**src/sv/integer_factor_pixel_rescaler_macros.svh**
```systemverilog
// assertion macros for the integer factor pixel rescaler
`ifndef INTEGER_FACTOR_PIXEL_RESCALER_MACROS_SVH
`define INTEGER_FACTOR_PIXEL_RESCALER_MACROS_SVH
`ifndef SYNTH
`define IFPR_ASSERT_IMP(label, clk, rst_n, a, c) \
    label: assert property (@(posedge clk) disable iff (!rst_n) (a) |-> (c)) \
        else $error("ifpr check failed");
`define IFPR_ASSERT_NXT(label, clk, rst_n, a, c) \
    label: assert property (@(posedge clk) disable iff (!rst_n) (a) |=> (c)) \
        else $error("ifpr check failed");
`else
`define IFPR_ASSERT_IMP(label, clk, rst_n, a, c)
`define IFPR_ASSERT_NXT(label, clk, rst_n, a, c)
`endif
`endif

```
**src/sv/ifpr_pkg.sv**
```systemverilog
// shared types and constants of the pixel rescaler
package ifpr_pkg;
    localparam int MAX_WIDTH  = 4096;
    localparam int MAX_HEIGHT = 4096;
    localparam int MAX_FACTOR = 16;
    localparam int COL_W = $clog2(MAX_WIDTH);
    localparam int ROW_W = $clog2(MAX_HEIGHT);
    localparam int FAC_W = $clog2(MAX_FACTOR + 1);
    localparam int SUM_W = 20;

    localparam logic [1:0] REG_SHRINK = 2'd0;
    localparam logic [1:0] REG_FACTOR = 2'd1;
    localparam logic [1:0] REG_WIDTH  = 2'd2;
    localparam logic [1:0] REG_HEIGHT = 2'd3;

    typedef enum logic [2:0] {
        ST_IDLE, ST_READ, ST_EMIT, ST_DIV, ST_SQRT, ST_SEND
    } t_state;

    typedef struct packed {
        logic [7:0] red_in;
        logic [7:0] green_in;
        logic [7:0] blue_in;
        logic       kind;
    } t_in;

    typedef struct packed {
        logic [7:0] red_out;
        logic [7:0] green_out;
        logic [7:0] blue_out;
        logic       row_end;
        logic       image_end;
        logic       run_last;
    } t_out;

    // root unit handshake
    typedef struct packed {
        logic             start;
        logic [SUM_W-1:0] red_q;
        logic [SUM_W-1:0] green_q;
        logic [SUM_W-1:0] blue_q;
    } t_root_req;

    typedef struct packed {
        logic       done;
        logic [7:0] red;
        logic [7:0] green;
        logic [7:0] blue;
    } t_root_rsp;
endpackage

```
**src/sv/ifpr_root.sv**
```systemverilog
// three-channel integer square root, one result bit per cycle
module ifpr_root (
    input  logic                 i_clk,
    input  logic                 i_rst_n,
    input  ifpr_pkg::t_root_req  i_req,
    output ifpr_pkg::t_root_rsp  o_rsp
);
    logic [2:0]                  r_step;
    logic                        r_busy;
    logic                        r_done;
    logic [ifpr_pkg::SUM_W-1:0]  r_x   [3];
    logic [ifpr_pkg::SUM_W-1:0]  r_res [3];
    logic [ifpr_pkg::SUM_W-1:0]  n_x   [3];
    logic [ifpr_pkg::SUM_W-1:0]  n_res [3];
    logic [ifpr_pkg::SUM_W-1:0]  w_bit;

    // quotient fits 16 bits, so the root has 8 bits: bit walks 2^14 .. 2^0
    assign w_bit = ifpr_pkg::SUM_W'(1) << {r_step, 1'b0};

    always_comb begin
        for (int c = 0; c < 3; c++) begin
            if (r_x[c] >= r_res[c] + w_bit) begin
                n_x[c]   = r_x[c] - (r_res[c] + w_bit);
                n_res[c] = (r_res[c] >> 1) + w_bit;
            end else begin
                n_x[c]   = r_x[c];
                n_res[c] = r_res[c] >> 1;
            end
        end
    end

    always_ff @(posedge i_clk) begin
        if (!i_rst_n) begin
            r_busy <= 1'b0;
            r_done <= 1'b0;
            r_step <= '0;
        end else begin
            r_done <= 1'b0;
            if (i_req.start) begin
                r_busy <= 1'b1;
                r_step <= 3'd7;
            end else if (r_busy) begin
                r_step <= r_step - 3'd1;
                if (r_step == 3'd0) begin
                    r_busy <= 1'b0;
                    r_done <= 1'b1;
                end
            end
        end
    end

    always_ff @(posedge i_clk) begin
        if (i_req.start) begin
            r_x[0] <= i_req.red_q;
            r_x[1] <= i_req.green_q;
            r_x[2] <= i_req.blue_q;
            for (int c = 0; c < 3; c++) r_res[c] <= '0;
        end else if (r_busy) begin
            r_x   <= n_x;
            r_res <= n_res;
        end
    end

    assign o_rsp.done  = r_done;
    assign o_rsp.red   = r_res[0][7:0];
    assign o_rsp.green = r_res[1][7:0];
    assign o_rsp.blue  = r_res[2][7:0];
endmodule

```
**config.mk**
```make
export PLATFORM = sky130hd
export DESIGN_NAME = ifpr_root
export DESIGN_NICKNAME = d
export VERILOG_FILES = /design/src/sv/integer_factor_pixel_rescaler_macros.svh /design/src/sv/ifpr_pkg.sv /design/src/sv/ifpr_root.sv
export SDC_FILE = /design/constraint.sdc
export NUM_CORES = 1
export LEC_CHECK = 0
export ABC_AREA = 0
export BUFFER_PORTS_ARGS = -buffer_cell sky130_fd_sc_hd__buf_2
export CAP_MARGIN = 0
export CORE_ASPECT_RATIO = 0.8
export CORE_MARGIN = 3
export CORE_UTILIZATION = 36
export CTS_CLUSTER_DIAMETER = 50
export DETAILED_ROUTE_END_ITERATION = 8
export PLACE_DENSITY = 0.52
export SYNTH_ARGS = -nofsm -noshare
export SYNTH_HDL_FRONTEND = slang
export SYNTH_SLANG_ARGS = --single-unit
```
**constraint.sdc**
```tcl
create_clock -name i_clk -period 6.9 [get_ports i_clk]
set_input_delay 0 -clock i_clk [delete_from_list [all_inputs] [get_ports i_clk]]
set_output_delay 0 -clock i_clk [all_outputs]
set_load 0.02 [all_outputs]
```
==> results.md, run 1 <==
Outcome:
- The flow ran to the end, and the final reports show no timing, DRC or antenna violations.

Die:
- The die is 208.7 um wide.
- The area of the die is 35090 um2.
- The initial core utilization is 37.06%.
- The floorplan has 58 rows.
- The core region is 31930 um2.
- The vertical die dimension is 168.2 um.
- The number of top-level pins is 88.

Clock network:
- The TritonCTS clock tree is yes.
- In this run the post-CTS setup repair buffer count came out at 0.
- The number of hold buffers added after CTS is 61.
- In this run the deepest clock path goes through 2 buffers.
- Clock-pin slew was measured on the worst setup and hold paths at 70 ps.
- The H-tree generated during clock tree synthesis spans 4 levels.
- For the worst-skew pair, the clock arrives at the later sink with an insertion delay of 440 ps.
- The tree built by TritonCTS fans out to 125 sinks.
- The cell at the root of the clock tree is sky130_fd_sc_hd__clkbuf_16.
- The number of buffers inserted during clock tree synthesis is 17.
- The number of gates resized after CTS is 0.

Place:
- At the end of routability-driven placement, the weighted congestion stood at 0.8297.
- Before CTS, the worst setup slack after placement is 1118 ps.
- The number of port buffers is 87.
- The area of placed instances is 12400 um2.
- The number of placed instances, taps included is 1847.
- The detailed placement HPWL is 22.66 mm.

Power:
- The power per unit of standard cell area is 299.7 nW/um2.
- The final total power is 4.088 mW.
- For this design the static power due to leakage is 5.291 nW.
- VDD sags by at most 179.5 uV.

Critical path:
- The internal reg-to-reg setup slack is 1110 ps.
- The endpoint of the most critical setup path is o_rsp[22].
- The origin of the critical flop-to-flop path is r_step[0].
- The worst setup path is captured at a flip-flop.
- At the worst endpoint, the arrival time is 6100 ps.
- The worst setup path is launched from a flip-flop.
- The endpoint of the lowest-slack register-to-register path is o_rsp[22].
- The most critical setup path has its startpoint at r_step[0].
- Counting cells, the worst reg-to-reg path comes to 24.
- The worst setup path is of the reg -> reg kind.
- At the worst endpoint, the required time is 7210 ps.
- The maximum fanout encountered on the critical timing path is 23.

Cells and area:
- For this run, the number of standard cells in the final layout without fillers is 1940.
- The repair_antennas step left the layout with diodes totalling 0.
- The commonest non-fill, non-tap cell in the layout is sky130_fd_sc_hd__nand2_1.
- Leaving out fill and tap cells, the most frequent cells in the layout are sky130_fd_sc_hd__nand2_1, sky130_fd_sc_hd__nor2_1, sky130_fd_sc_hd__ha_1.
- The fraction of layout cells with a size suffix above 1 is 12.30%.
- At the end of the flow the core is filled with cells to 42.72%.
- Compared with the post-synthesis result, the final layout area differs by 15.28%.
- The filler cell count in the final layout is 3202.
- For this run, the post-layout net count is 1680.
- With fillers left out, the area of the finished cells amounts to 13640 um2.

Synth:
- The mean instance size in the synthesized netlist is 8.315 um2.
- The synthesized area is 11830 um2.
- Summing the sequential cell areas from Yosys gives 26.22% of the chip area.
- The gate count of the mapped netlist is 1423.
- After synthesis, the largest family of logic cells by area is compound AO/OA/AOI/OAI gates.
- The number of different library cells in the post-synthesis netlist is 86.
- Summing the areas of all fa, ha and maj instances in the mapped netlist gives 12.26% of the synthesized area.
- The synthesized netlist devotes 25.93% of its cell area to compound gates.
- Yosys mapped a number of flops with a built-in enable equal to 60.
- Counting flops with an async set or reset pin after synthesis yields a share of 0%.
- The synthesized design contains 125 register bits.
- The total of warnings raised by yosys is 0.
- The net count after synthesis is 1596.
- The mux contribution to synthesized area is 3.151%.
- The dominant register cell in the synthesized netlist is sky130_fd_sc_hd__dfxtp_1.
- After Yosys synthesis, XOR and XNOR cells account for 8.882% of the synthesized area.
- The simple-gate share of the synthesized area is 17.92%.

Detailed routing:
- The total vias in the final route is 10500.
- For this block, the initial DRC count from the detailed router was 560.
- The first TritonRoute pass finished after 5 iterations.
- The per-cell routed wire length is 16.31 um.
- In the routed layout, each cell is associated on average with a via count of 5.411.
- The number of routed nets with antenna violations is 0.
- Summed over all layers, the routed wires come to 31.64 mm.
- The final routed DRC violation total is 0.

Run:
- The number of maximum-capacitance violations is 0.

GRT:
- Entering global routing, the biggest net connects 89 pins.
- For this run the aggregate overflow at the end of global routing stands at 0.
- The number of antenna violations at the first check in global routing is 0.
- The via count of the first global-routing pass is 10050.
- The overall routing resource usage is 18.00%.
- The first-pass GRT wire length is 51.96 mm.

Timing:
- After layout, the worst setup slack is 1108 ps.
- The total negative slack is 0 ps.
- For the pin with the worst max-slew slack, the measured transition is 1127 ps.
- Setup violations remaining at the end of the flow were counted as 0.
- The max-slew violation total from the final report came to 0.
- The worst slack on hold paths is 119.2 ps.
- Setup repair after global routing left no endpoint under its margin.
- Across the routed clock network, the largest skew measured is 13.38 ps.
- The final period utilization is 83.94%.
- After layout, the minimum clock period comes to 5792 ps.
- Timing would allow up to 172.7 MHz.
- The worst-case headroom to the max-slew limit is 24.84%.
- The number of endpoints with negative hold slack in the final report is 0.

Min path:
- The tightest min-delay check is of the in -> reg type.
-- cell usage after synthesis, drive strengths merged (11+ instances only) --
cell type | number | area share, %
a311oi | 12 | 1.1
buf | 45 | 2.7
nand2b | 19 | 1.0
a21o | 33 | 2.1
a21oi | 75 | 3.3
o21a | 20 | 1.3
clkbuf | 50 | 1.6
and2 | 20 | 1.1
xnor2 | 57 | 4.2
inv | 41 | 1.3
edfxtp | 60 | 15
nor2b | 14 | 0.74
a31oi | 32 | 1.7
xor2 | 63 | 4.7
nor3 | 23 | 0.97
and3 | 14 | 0.74
o21bai | 17 | 1.1
nand3 | 33 | 1.4
o31ai | 15 | 0.99
dfxtp | 65 | 11
a211oi | 42 | 2.9
nand2 | 155 | 4.9
a221oi | 11 | 1.0
nor2 | 110 | 3.5
o21ai | 113 | 4.9
mux2i | 26 | 2.2
or3 | 13 | 0.73
ha | 107 | 11
nand4 | 19 | 1.0
-- critical path, stage by stage, from the launching register on --
cell	delay (ps)
sky130_fd_sc_hd__dfxtp_1	350
sky130_fd_sc_hd__inv_1	130
sky130_fd_sc_hd__ha_1	170
sky130_fd_sc_hd__nand2b_1	90
sky130_fd_sc_hd__inv_1	300
sky130_fd_sc_hd__ha_1	250
sky130_fd_sc_hd__ha_1	270
sky130_fd_sc_hd__o221ai_1	150
sky130_fd_sc_hd__a221oi_1	330
sky130_fd_sc_hd__o21ai_0	190
sky130_fd_sc_hd__a21oi_1	250
sky130_fd_sc_hd__o21ai_0	160
sky130_fd_sc_hd__nand2_1	90
sky130_fd_sc_hd__nand2_1	60
sky130_fd_sc_hd__xor2_1	150
sky130_fd_sc_hd__ha_1	380
sky130_fd_sc_hd__and2_4	210
sky130_fd_sc_hd__a311o_1	330
sky130_fd_sc_hd__a21oi_2	170
sky130_fd_sc_hd__o211ai_2	130
sky130_fd_sc_hd__a221oi_4	690
sky130_fd_sc_hd__buf_4	420
sky130_fd_sc_hd__nor2_1	100
sky130_fd_sc_hd__a211oi_2	220
sky130_fd_sc_hd__nor3_1	60
-- logic make-up after synthesis --
| kind of cell | count (synthesis) |
|---|---|
| XOR/XNOR | 120 |
| AND/OR/NAND/NOR | 449 |
| buffers and inverters | 137 |
| adder cells (fa/ha/maj) | 115 |
| AO/OA/AOI/OAI | 441 |
| multiplexers | 36 |
| flip-flops | 125 |
-- per-layer routing --
layer / part of all wire (%) / track usage, % / up-vias
met5: 0 / 0 / -
met4: 1.0 / 3.842 / 0
met3: 3.8 / 3.502 / 23
met2: 43 / 27.45 / 183
met1: 52 / 26.41 / 4879
li1: - / - / 5412
-- area by class of cell --
type / instances / area [um2] / area share [%]
inverter: 42 / 157.7 / 1.156
clock inverter: 12 / 128.9 / 0.9448
tap: 420 / 525.5 / 3.852
timing repair buffer: 160 / 1142 / 8.375
sequential: 125 / 3107 / 22.78
multi-input combinational: 1161 / 8079 / 59.23
clock buffer: 20 / 500.5 / 3.669
-- where the power goes --
part	switching (mW)	internal (mW)	leakage, nW	total, mW
Clock	0.382	0.596	0.310	0.979
Sequential	0.122	0.988	1.14	1.11
Combinational	1.15	0.849	3.84	2.00
-- flip-flops by register name, summed over array words and instances, names as in the netlist --
name and cells:
o_rsp 24, r_busy 1, r_done 1, r_res 36
r_step 3, r_x 60
-- how the worst min path moves through the flow --
| stage | start | end | cells after the start |
|---|---|---|---|
| 2_1_floorplan | i_rst_n | r_done | 2 |
| 3_3_place_gp | i_req[53] | r_x[53] | 3 |
| 3_5_place_dp | i_req[51] | r_x[51] | 3 |
| 4_1_cts | i_req[60] | o_rsp[11] | 2 |
| 5_1_grt | i_req[60] | o_rsp[13] | 2 |
| 6_report | i_req[60] | o_rsp[11] | 2 |
Note: power is estimated with default switching activity, not from simulation.
==> inputs of run 2 (changes only) <==
==> constraint.sdc (replaced) <==
create_clock -name i_clk -period 5.77 [get_ports i_clk]
set_input_delay 0 -clock i_clk [delete_from_list [all_inputs] [get_ports i_clk]]
set_output_delay 0 -clock i_clk [all_outputs]
set_load 0.02 [all_outputs]
==> results.md, run 2 (synthesis results as in run 1) <==
Outcome:
- The run finished with clean final reports.

Cells and area:
- The final non-filler cell area is 13780 um2 (+0.99%).
- The register with the most flip-flops in the final layout is r_x.
- Leaving out fill and tap cells, the most frequent cell in the layout is sky130_fd_sc_hd__nand2_1.
- The filler cell count in the final layout is 3206 (+0.12%).
- The number of flip-flops under the largest register name is 60 (unchanged).
- The total area of multi-input combinational cells is 8103 um2 (+0.29%).
- The share of the core filled with cells is 43.14% (+0.42 points).
- The fraction of layout cells with a size suffix above 1 is 12.65% (+0.34 points).
- The area taken by flip-flops and latches came to 3107 um2 (unchanged).
- The number of nets in the finished design was 1694 (+0.83%).
- The area growth from synthesis to final layout is 16.42%.
- The top cell types in the final layout, fill and taps aside, are sky130_fd_sc_hd__nand2_1, sky130_fd_sc_hd__nor2_1, sky130_fd_sc_hd__ha_1.
- The final antenna diode count is 0 (unchanged).

Clock network:
- The H-tree level count is 4 (unchanged).
- The tree is rooted in a sky130_fd_sc_hd__clkbuf_16.
- The TritonCTS clock tree is yes.
- The number of buffers inserted during clock tree synthesis is 17 (unchanged).
- The worst-skew pair later-pin latency is 440 ps (about the same).
- The number of clock sinks seen by CTS is 125 (unchanged).
- The register clock-pin slew on the reported worst setup and hold paths was 60 ps (about the same).
- The maximum count of clock buffers along a single path is 2 (unchanged).

Die:
- The placement row count was 58 (unchanged).
- The horizontal extent of the die is 208.7 um (unchanged).
- The initial core utilization is 37.06% (unchanged).
- The area of the core is 31930 um2 (unchanged).
- The number of top-level pins is 88 (unchanged).
- The area of the die is 35090 um2 (unchanged).
- The vertical die dimension is 168.2 um (unchanged).

Timing:
- The number of endpoints with negative hold slack in the final report came to 0 (unchanged).
- The shortest period the worst path allows was 5353 ps (-438.4 ps).
- The final setup slack of the worst path came to 416.8 ps (-691.6 ps).
- Setup repair after global routing left no endpoint under its margin.
- The maximum achievable frequency was 186.8 MHz (+8.2%).
- The worst-case headroom to the max-slew limit was 37.17% (+12 points).
- The transition time at the pin with the least slew margin came to 941.5 ps (-186.0 ps).
- The clock tree skew after final layout is 13.17 ps (-0.2073 ps).
- The final setup violation count is 0 (unchanged).
- The max-slew violation total from the final report is 0 (unchanged).
- The final period utilization is 92.78% (+8.8 points).
- The total negative slack is 0 ps (unchanged).

Critical path:
- The startpoint identified for the worst register-to-register timing path is r_step[0].
- The worst endpoint data arrival time came to 5540 ps (-560 ps).
- The stage delay of the slowest cell on the critical path came to 560 ps (-130 ps).
- Walking the worst path, the cells encountered are inv_1, ha_1, nand2b_1, clkinvlp_4, ha_1, a21oi_1, o21ai_0, a31oi_1, nor2_1, a31o_2, a31oi_1, xor2_1, ha_1, a21oi_1, o211ai_1, o21bai_1, and2_1, a21o_1, a21oi_1, xor2_1, o21ai_0, dlygate4sd3_1.
- The critical path is of the reg -> reg type.
- The cell at the slowest stage of the critical path is sky130_fd_sc_hd__dlygate4sd3_1.
- The number of cells on the worst reg-to-reg path was 22 (-8.3%).
- The worst setup path is launched from a flip-flop.
- The endpoint of the lowest-slack register-to-register path is r_x[34].
- The required arrival time at the worst endpoint was 5960 ps (-1250 ps).
- The critical path capture point type is a flip-flop.
- The maximum fanout encountered on the critical timing path came to 6 (-74%).
- The internal reg-to-reg setup slack is 420 ps (-690 ps).

GRT:
- The first-pass GRT wire length is 51.67 mm (-0.57%).
- The maximum number of pins on one net before global-route repair is 77 (-13%).
- The leftover overflow at the end of global routing was 0 (unchanged).
- The via count of the first global-routing pass was 10010 (-0.40%).
- The overall routing resource usage came to 17.79% (-0.22 points).
- The number of antenna violations at the first check in global routing is 1 (+1).

Detailed routing:
- The final routed DRC violation total was 0 (unchanged).
- The initial detailed-routing violation count is 528 (-5.7%).
- The detailed-route vias per instance is 5.406 (about the same).
- The total vias in the final route is 10560 (+0.63%).
- The number of routed nets with antenna violations is 0 (unchanged).
- The final wirelength is 31.00 mm (-2.0%).
- The per-cell routed wire length is 15.86 um (-2.7%).
- The total iterations of the first detailed-routing run is 5 (unchanged).

Place:
- The area of placed instances is 12450 um2 (+0.38%).
- The post-placement setup slack came to 330.6 ps (-787.6 ps).
- The number of port buffers was 87 (unchanged).
- The detailed placement HPWL was 22.12 mm (-2.4%).
- The final weighted congestion of routability-driven global placement is 0.8522 (+2.7%).

Min path:
- The destination of the worst hold path is r_x[35].
- The number of cells on the worst hold path is 2 (unchanged).
- The startpoint of the most critical hold path is i_req[60].
- The min-delay analysis places its worst path in the category in -> reg.

Power:
- The power per unit of standard cell area was 354.1 nW/um2 (+18%).
- The static leakage power is 5.329 nW (+0.72%).
- The final total power was 4.877 mW (+19%).
- The maximum VDD drop was 191.1 uV (+6.5%).

Run:
- The number of maximum-capacitance violations was 0 (unchanged).
## run 2: worst max-delay path, delay by kind of cell (launching register included)
family                   cells  cell delay (ps)
adder cells (fa/ha/maj)      3              830
AND/OR/NAND/NOR              3              440
AO/OA/AOI/OAI               11             2150
XOR/XNOR                     2              380
flip-flops                   1              390
buffers and inverters        3              920
## run 2: area by class of cell
type / instances / share of cell area (%)
well taps: 420 / 3.815
repair buffers: 174 / 9.473
multi-input cells: 1161 / 58.82
clock buffers: 20 / 3.315
clock inverters: 12 / 0.8538
inverters: 42 / 1.172
flip-flops and latches: 125 / 22.55
## run 2: metal layers
layer  track usage [%]  vias to the layer above  wire length, um
met5                 0                        -                0
met4             5.151                        0              530
met1             25.58                     4925            16240
li1                  -                     5453                -
met3             3.074                       36              951
met2             27.37                      149            13270
## run 2: what timing repair did
| action | in CTS | in global routing |
|---|---|---|
| hold endpoints to repair | 65 | 0 |
| buffers inserted | 0 | 1 |
| gates resized for setup | 0 | 9 |
| endpoints found under the setup margin | 0 | 34 |
| hold buffers | 71 | 0 |
## run 2: how the worst max path moves through the flow
stage                   start   endpoint  slack [ps]  cells after the start
global placement    r_step[0]  r_res[37]         510                     23
global route        r_step[0]  r_res[36]          20                     21
finish              r_step[0]    r_x[34]         420                     22
floorplan           r_step[2]    r_x[40]         150                     21
CTS                 r_step[0]  r_res[37]         300                     23
detailed placement  r_step[0]  r_res[37]         330                     23
## run 2: report_power, final
group / total (mW) / internal (mW) / leakage [nW] / switching (mW)
clock: 1.09 / 0.652 / 0.278 / 0.436
sequential: 1.33 / 1.18 / 1.14 / 0.147
combinational: 2.46 / 1.08 / 3.91 / 1.38
total: 4.88 / 2.91 / 5.33 / 1.96
## run 2: per-stage QoR
stage	instances	hold WS [ps]
global placement	1850	275.6
detailed placement	1850	281.3
CTS	1953	5.713
finish	1954	21.58
floorplan	1423	127.4
global route	1954	23.12
==> inputs of run 3 (changes only) <==
--- a/config.mk
+++ b/config.mk
@@ -10,10 +10,10 @@
 export CAP_MARGIN = 0
 export CORE_ASPECT_RATIO = 0.8
 export CORE_MARGIN = 3
-export CORE_UTILIZATION = 36
+export CORE_UTILIZATION = 50
 export CTS_CLUSTER_DIAMETER = 50
 export DETAILED_ROUTE_END_ITERATION = 8
-export PLACE_DENSITY = 0.52
+export PLACE_DENSITY_LB_ADDON = 0.2
 export SYNTH_ARGS = -nofsm -noshare
 export SYNTH_HDL_FRONTEND = slang
 export SYNTH_SLANG_ARGS = --single-unit
==> results.md, run 3 (synthesis results as in run 1) <==
Outcome:
- The run finished with clean final reports.

Cells and area:
- r_x holds more flip-flops than any other register.
- The number of nets in the finished design is 1684 (-0.59%).
- The fraction of layout cells with a size suffix above 1 is 12.73% (+0.083 points).
- The area growth from synthesis to final layout is 14.37%.
- The commonest non-fill, non-tap cell in the layout is sky130_fd_sc_hd__nand2_1.
- The final antenna diode count is 0 (unchanged).
- The library cells used most frequently in the layout, excluding fill and tap cells, are sky130_fd_sc_hd__nand2_1, sky130_fd_sc_hd__nor2_1, sky130_fd_sc_hd__ha_1.
- The number of flip-flops under the largest register name was 60 (unchanged).

Critical path:
- The stage delay of the slowest cell on the critical path is 400 ps (-160 ps).
- The internal reg-to-reg setup slack was 380 ps (-30 ps).
- On the critical path, the stage with the largest delay is an instance of sky130_fd_sc_hd__dfxtp_1.
- Counting stages on the worst path, the most repeated cell is sky130_fd_sc_hd__ha_1.
- The number of cells on the worst reg-to-reg path was 25 (+14%).
- Tracing the worst setup path back leads to its startpoint at r_step[0].
- The number of gates on the worst path with buffers counted is 25 (+14%).
- The most critical setup path has its endpoint at r_res[58].
- The count of buffer and inverter cells on the critical path is 4 (+1).
- The endpoint of the lowest-slack register-to-register path is r_res[58].
- The required arrival time at the worst endpoint is 6080 ps (+120 ps).
- The maximum fanout encountered on the critical timing path is 37 (+31).
- The critical path start-end classification is reg -> reg.
- The launching element type of the critical path is a flip-flop.
- The worst endpoint data arrival time came to 5700 ps (+160 ps).
- The origin of the critical flop-to-flop path is r_step[0].
- In this design, the largest share of critical-path delay is due to compound AO/OA/AOI/OAI gates.
- The critical path capture point type is a flip-flop.

Timing:
- The shortest period the worst path allows is 5387 ps (+33.92 ps).
- The transition time at the pin with the least slew margin is 1090 ps (+148.7 ps).
- The clock tree skew after final layout came to 17.61 ps (+4.439 ps).
- The final setup slack of the worst path was 382.9 ps (-33.92 ps).
- The final period utilization came to 93.36% (+0.59 points).
- The worst-case headroom to the max-slew limit is 27.32% (-9.8 points).
- Setup repair after global routing left no endpoint under its margin.
- The number of endpoints with negative hold slack in the final report is 0 (unchanged).
- The final setup violation count is 0 (unchanged).
- The max-slew violation total from the final report is 0 (unchanged).
- The worst slack on hold paths was 25.25 ps (+3.675 ps).
- The maximum achievable frequency came to 185.6 MHz (-0.63%).
- The total negative slack is 0 ps (unchanged).

Power:
- The maximum VDD drop is 203.3 uV (+6.4%).
- The net switching fraction of the power came to 40.12% (-0.15 points).
- The fraction of power consumed by the clock network came to 23.1% (+0.8 points).
- The net switching power came to 1.948 mW (-0.82%).
- The internal power consumption is 2.907 mW (-0.22%).
- The combinational share of power is 49.7% (-0.8 points).
- The share of power burned in registers was 27.2% (about the same).
- The static leakage power is 5.303 nW (-0.49%).
- The power per unit of standard cell area came to 358.8 nW/um2 (+1.3%).

Detailed routing:
- The per-cell routed wire length is 16.11 um (+1.5%).
- The detailed-route vias per instance is 5.784 (+7.0%).
- The final routed DRC violation total is 0 (unchanged).
- The total vias in the final route was 10590 (+0.21%).
- The number of routed nets with antenna violations is 0 (unchanged).
- The final wirelength was 29.47 mm (-4.9%).
- The total iterations of the first detailed-routing run came to 5 (unchanged).
- The initial detailed-routing violation count came to 731 (+38%).

Die:
- The placement row count came to 49 (-16%).
- The horizontal extent of the die came to 178.0 um (-15%).
- The vertical die dimension is 143.6 um (-15%).
- The area of the die came to 25560 um2 (-27%).
- The initial core utilization is 51.74% (+15 points).
- The area of the core is 22870 um2 (-28%).
- The number of top-level pins is 88 (unchanged).

Run:
- The number of maximum-capacitance violations was 0 (unchanged).

Place:
- The number of port buffers came to 87 (unchanged).
- The post-placement setup slack came to 411.3 ps (+80.76 ps).
- The final weighted congestion of routability-driven global placement came to 0.8784 (+3.1%).
- The detailed placement HPWL came to 20.92 mm (-5.4%).

Clock network:
- The worst-skew pair later-pin latency was 440 ps (about the same).
- The number of buffers inserted during clock tree synthesis came to 17 (unchanged).
- The cell at the root of the clock tree is sky130_fd_sc_hd__clkbuf_16.
- The H-tree level count is 4 (unchanged).
- TritonCTS built the clock tree.
- The number of clock sinks seen by CTS was 125 (unchanged).
- The register clock-pin slew on the reported worst setup and hold paths is 60 ps (about the same).
- The maximum count of clock buffers along a single path is 2 (unchanged).

GRT:
- The first-pass GRT wire length is 48.85 mm (-5.4%).
- The number of antenna violations at the first check in global routing came to 0 (-1).
- The leftover overflow at the end of global routing was 0 (unchanged).
- The maximum number of pins on one net before global-route repair came to 85 (+10%).
- The overall routing resource usage came to 23.29% (+5.5 points).
- The via count of the first global-routing pass is 9872 (-1.3%).

Min path:
- The class of the tightest hold or removal check is in -> reg.
[run 3: metal layers]
metal,track usage [%],vias to the layer above,part of all wire [%]
met5,0,-,0
met4,6.526,0,1.5
met3,3.038,36,3.4
met2,36.53,214,44
met1,33.69,4911,51
li1,-,5424,-
[run 3: how the worst min path moves through the flow]
stage	endpoint	start	cells past startpoint	slack, ps
final	r_x[9]	i_req[9]	3	30
after detailed placement	r_x[5]	i_req[5]	3	280
after floorplan	r_done	i_rst_n	2	130
after global placement	r_x[27]	i_req[27]	3	270
after CTS	r_x[9]	i_req[9]	3	4
after global routing	r_x[9]	i_req[9]	3	20
[run 3: through the flow]
step           power, mW  instances  utilization [%]  cell area, um2
2_1_floorplan      3.215       1423                -           11830
3_5_place_dp       3.665       1738            53.82           12310
5_1_grt            5.220       1830            59.18           13530
6_report           4.855       1830            59.18           13530
3_3_place_gp       3.630       1738            53.82           12310
4_1_cts            4.842       1830            59.09           13510
[run 3: worst reg2reg max path, cell delays in order (launching register included)]
cell,delay (ps)
sky130_fd_sc_hd__dfxtp_1,400
sky130_fd_sc_hd__inv_1,110
sky130_fd_sc_hd__ha_1,210
sky130_fd_sc_hd__nand2b_1,110
sky130_fd_sc_hd__inv_1,90
sky130_fd_sc_hd__buf_4,180
sky130_fd_sc_hd__ha_1,210
sky130_fd_sc_hd__ha_1,250
sky130_fd_sc_hd__o221ai_1,230
sky130_fd_sc_hd__a221oi_2,70
sky130_fd_sc_hd__o21ai_0,290
sky130_fd_sc_hd__a21oi_1,150
sky130_fd_sc_hd__o21ai_0,300
sky130_fd_sc_hd__nand2_1,80
sky130_fd_sc_hd__nand2_1,90
sky130_fd_sc_hd__xor2_1,160
sky130_fd_sc_hd__ha_1,340
sky130_fd_sc_hd__and2_4,220
sky130_fd_sc_hd__a311o_1,330
sky130_fd_sc_hd__a21oi_2,200
sky130_fd_sc_hd__o211ai_2,150
sky130_fd_sc_hd__a221oi_4,280
sky130_fd_sc_hd__buf_12,240
sky130_fd_sc_hd__a21oi_1,110
sky130_fd_sc_hd__mux2i_1,140
sky130_fd_sc_hd__a311o_1,320
[run 3: layout make-up]
| cell class | instances | area [um2] |
|---|---|---|
| Sequential cell | 125 | 3107 |
| Timing Repair Buffer | 164 | 1190 |
| Clock inverter | 10 | 108.9 |
| Multi-Input combinational cell | 1161 | 8092 |
| Clock buffer | 22 | 495.5 |
| Inverter | 42 | 157.7 |
| Tap cell | 306 | 382.9 |
| Fill cell | 2032 | 9335 |
[run 3: what timing repair did]
action	in CTS	in global routing
hold buffers	60	0
buffers inserted	0	0
endpoints found under the hold margin	64	0
resized for setup	0	5
setup endpoints to repair	0	26
[run 3: power by group through the flow]
stage	registers (mW)	clock network, mW	logic (mW)
finish	1.32	1.12	2.41
global placement	1.33	0	2.30
floorplan	1.28	0	1.94
global route	1.34	1.18	2.69
detailed placement	1.34	0	2.33
CTS	1.32	1.14	2.38
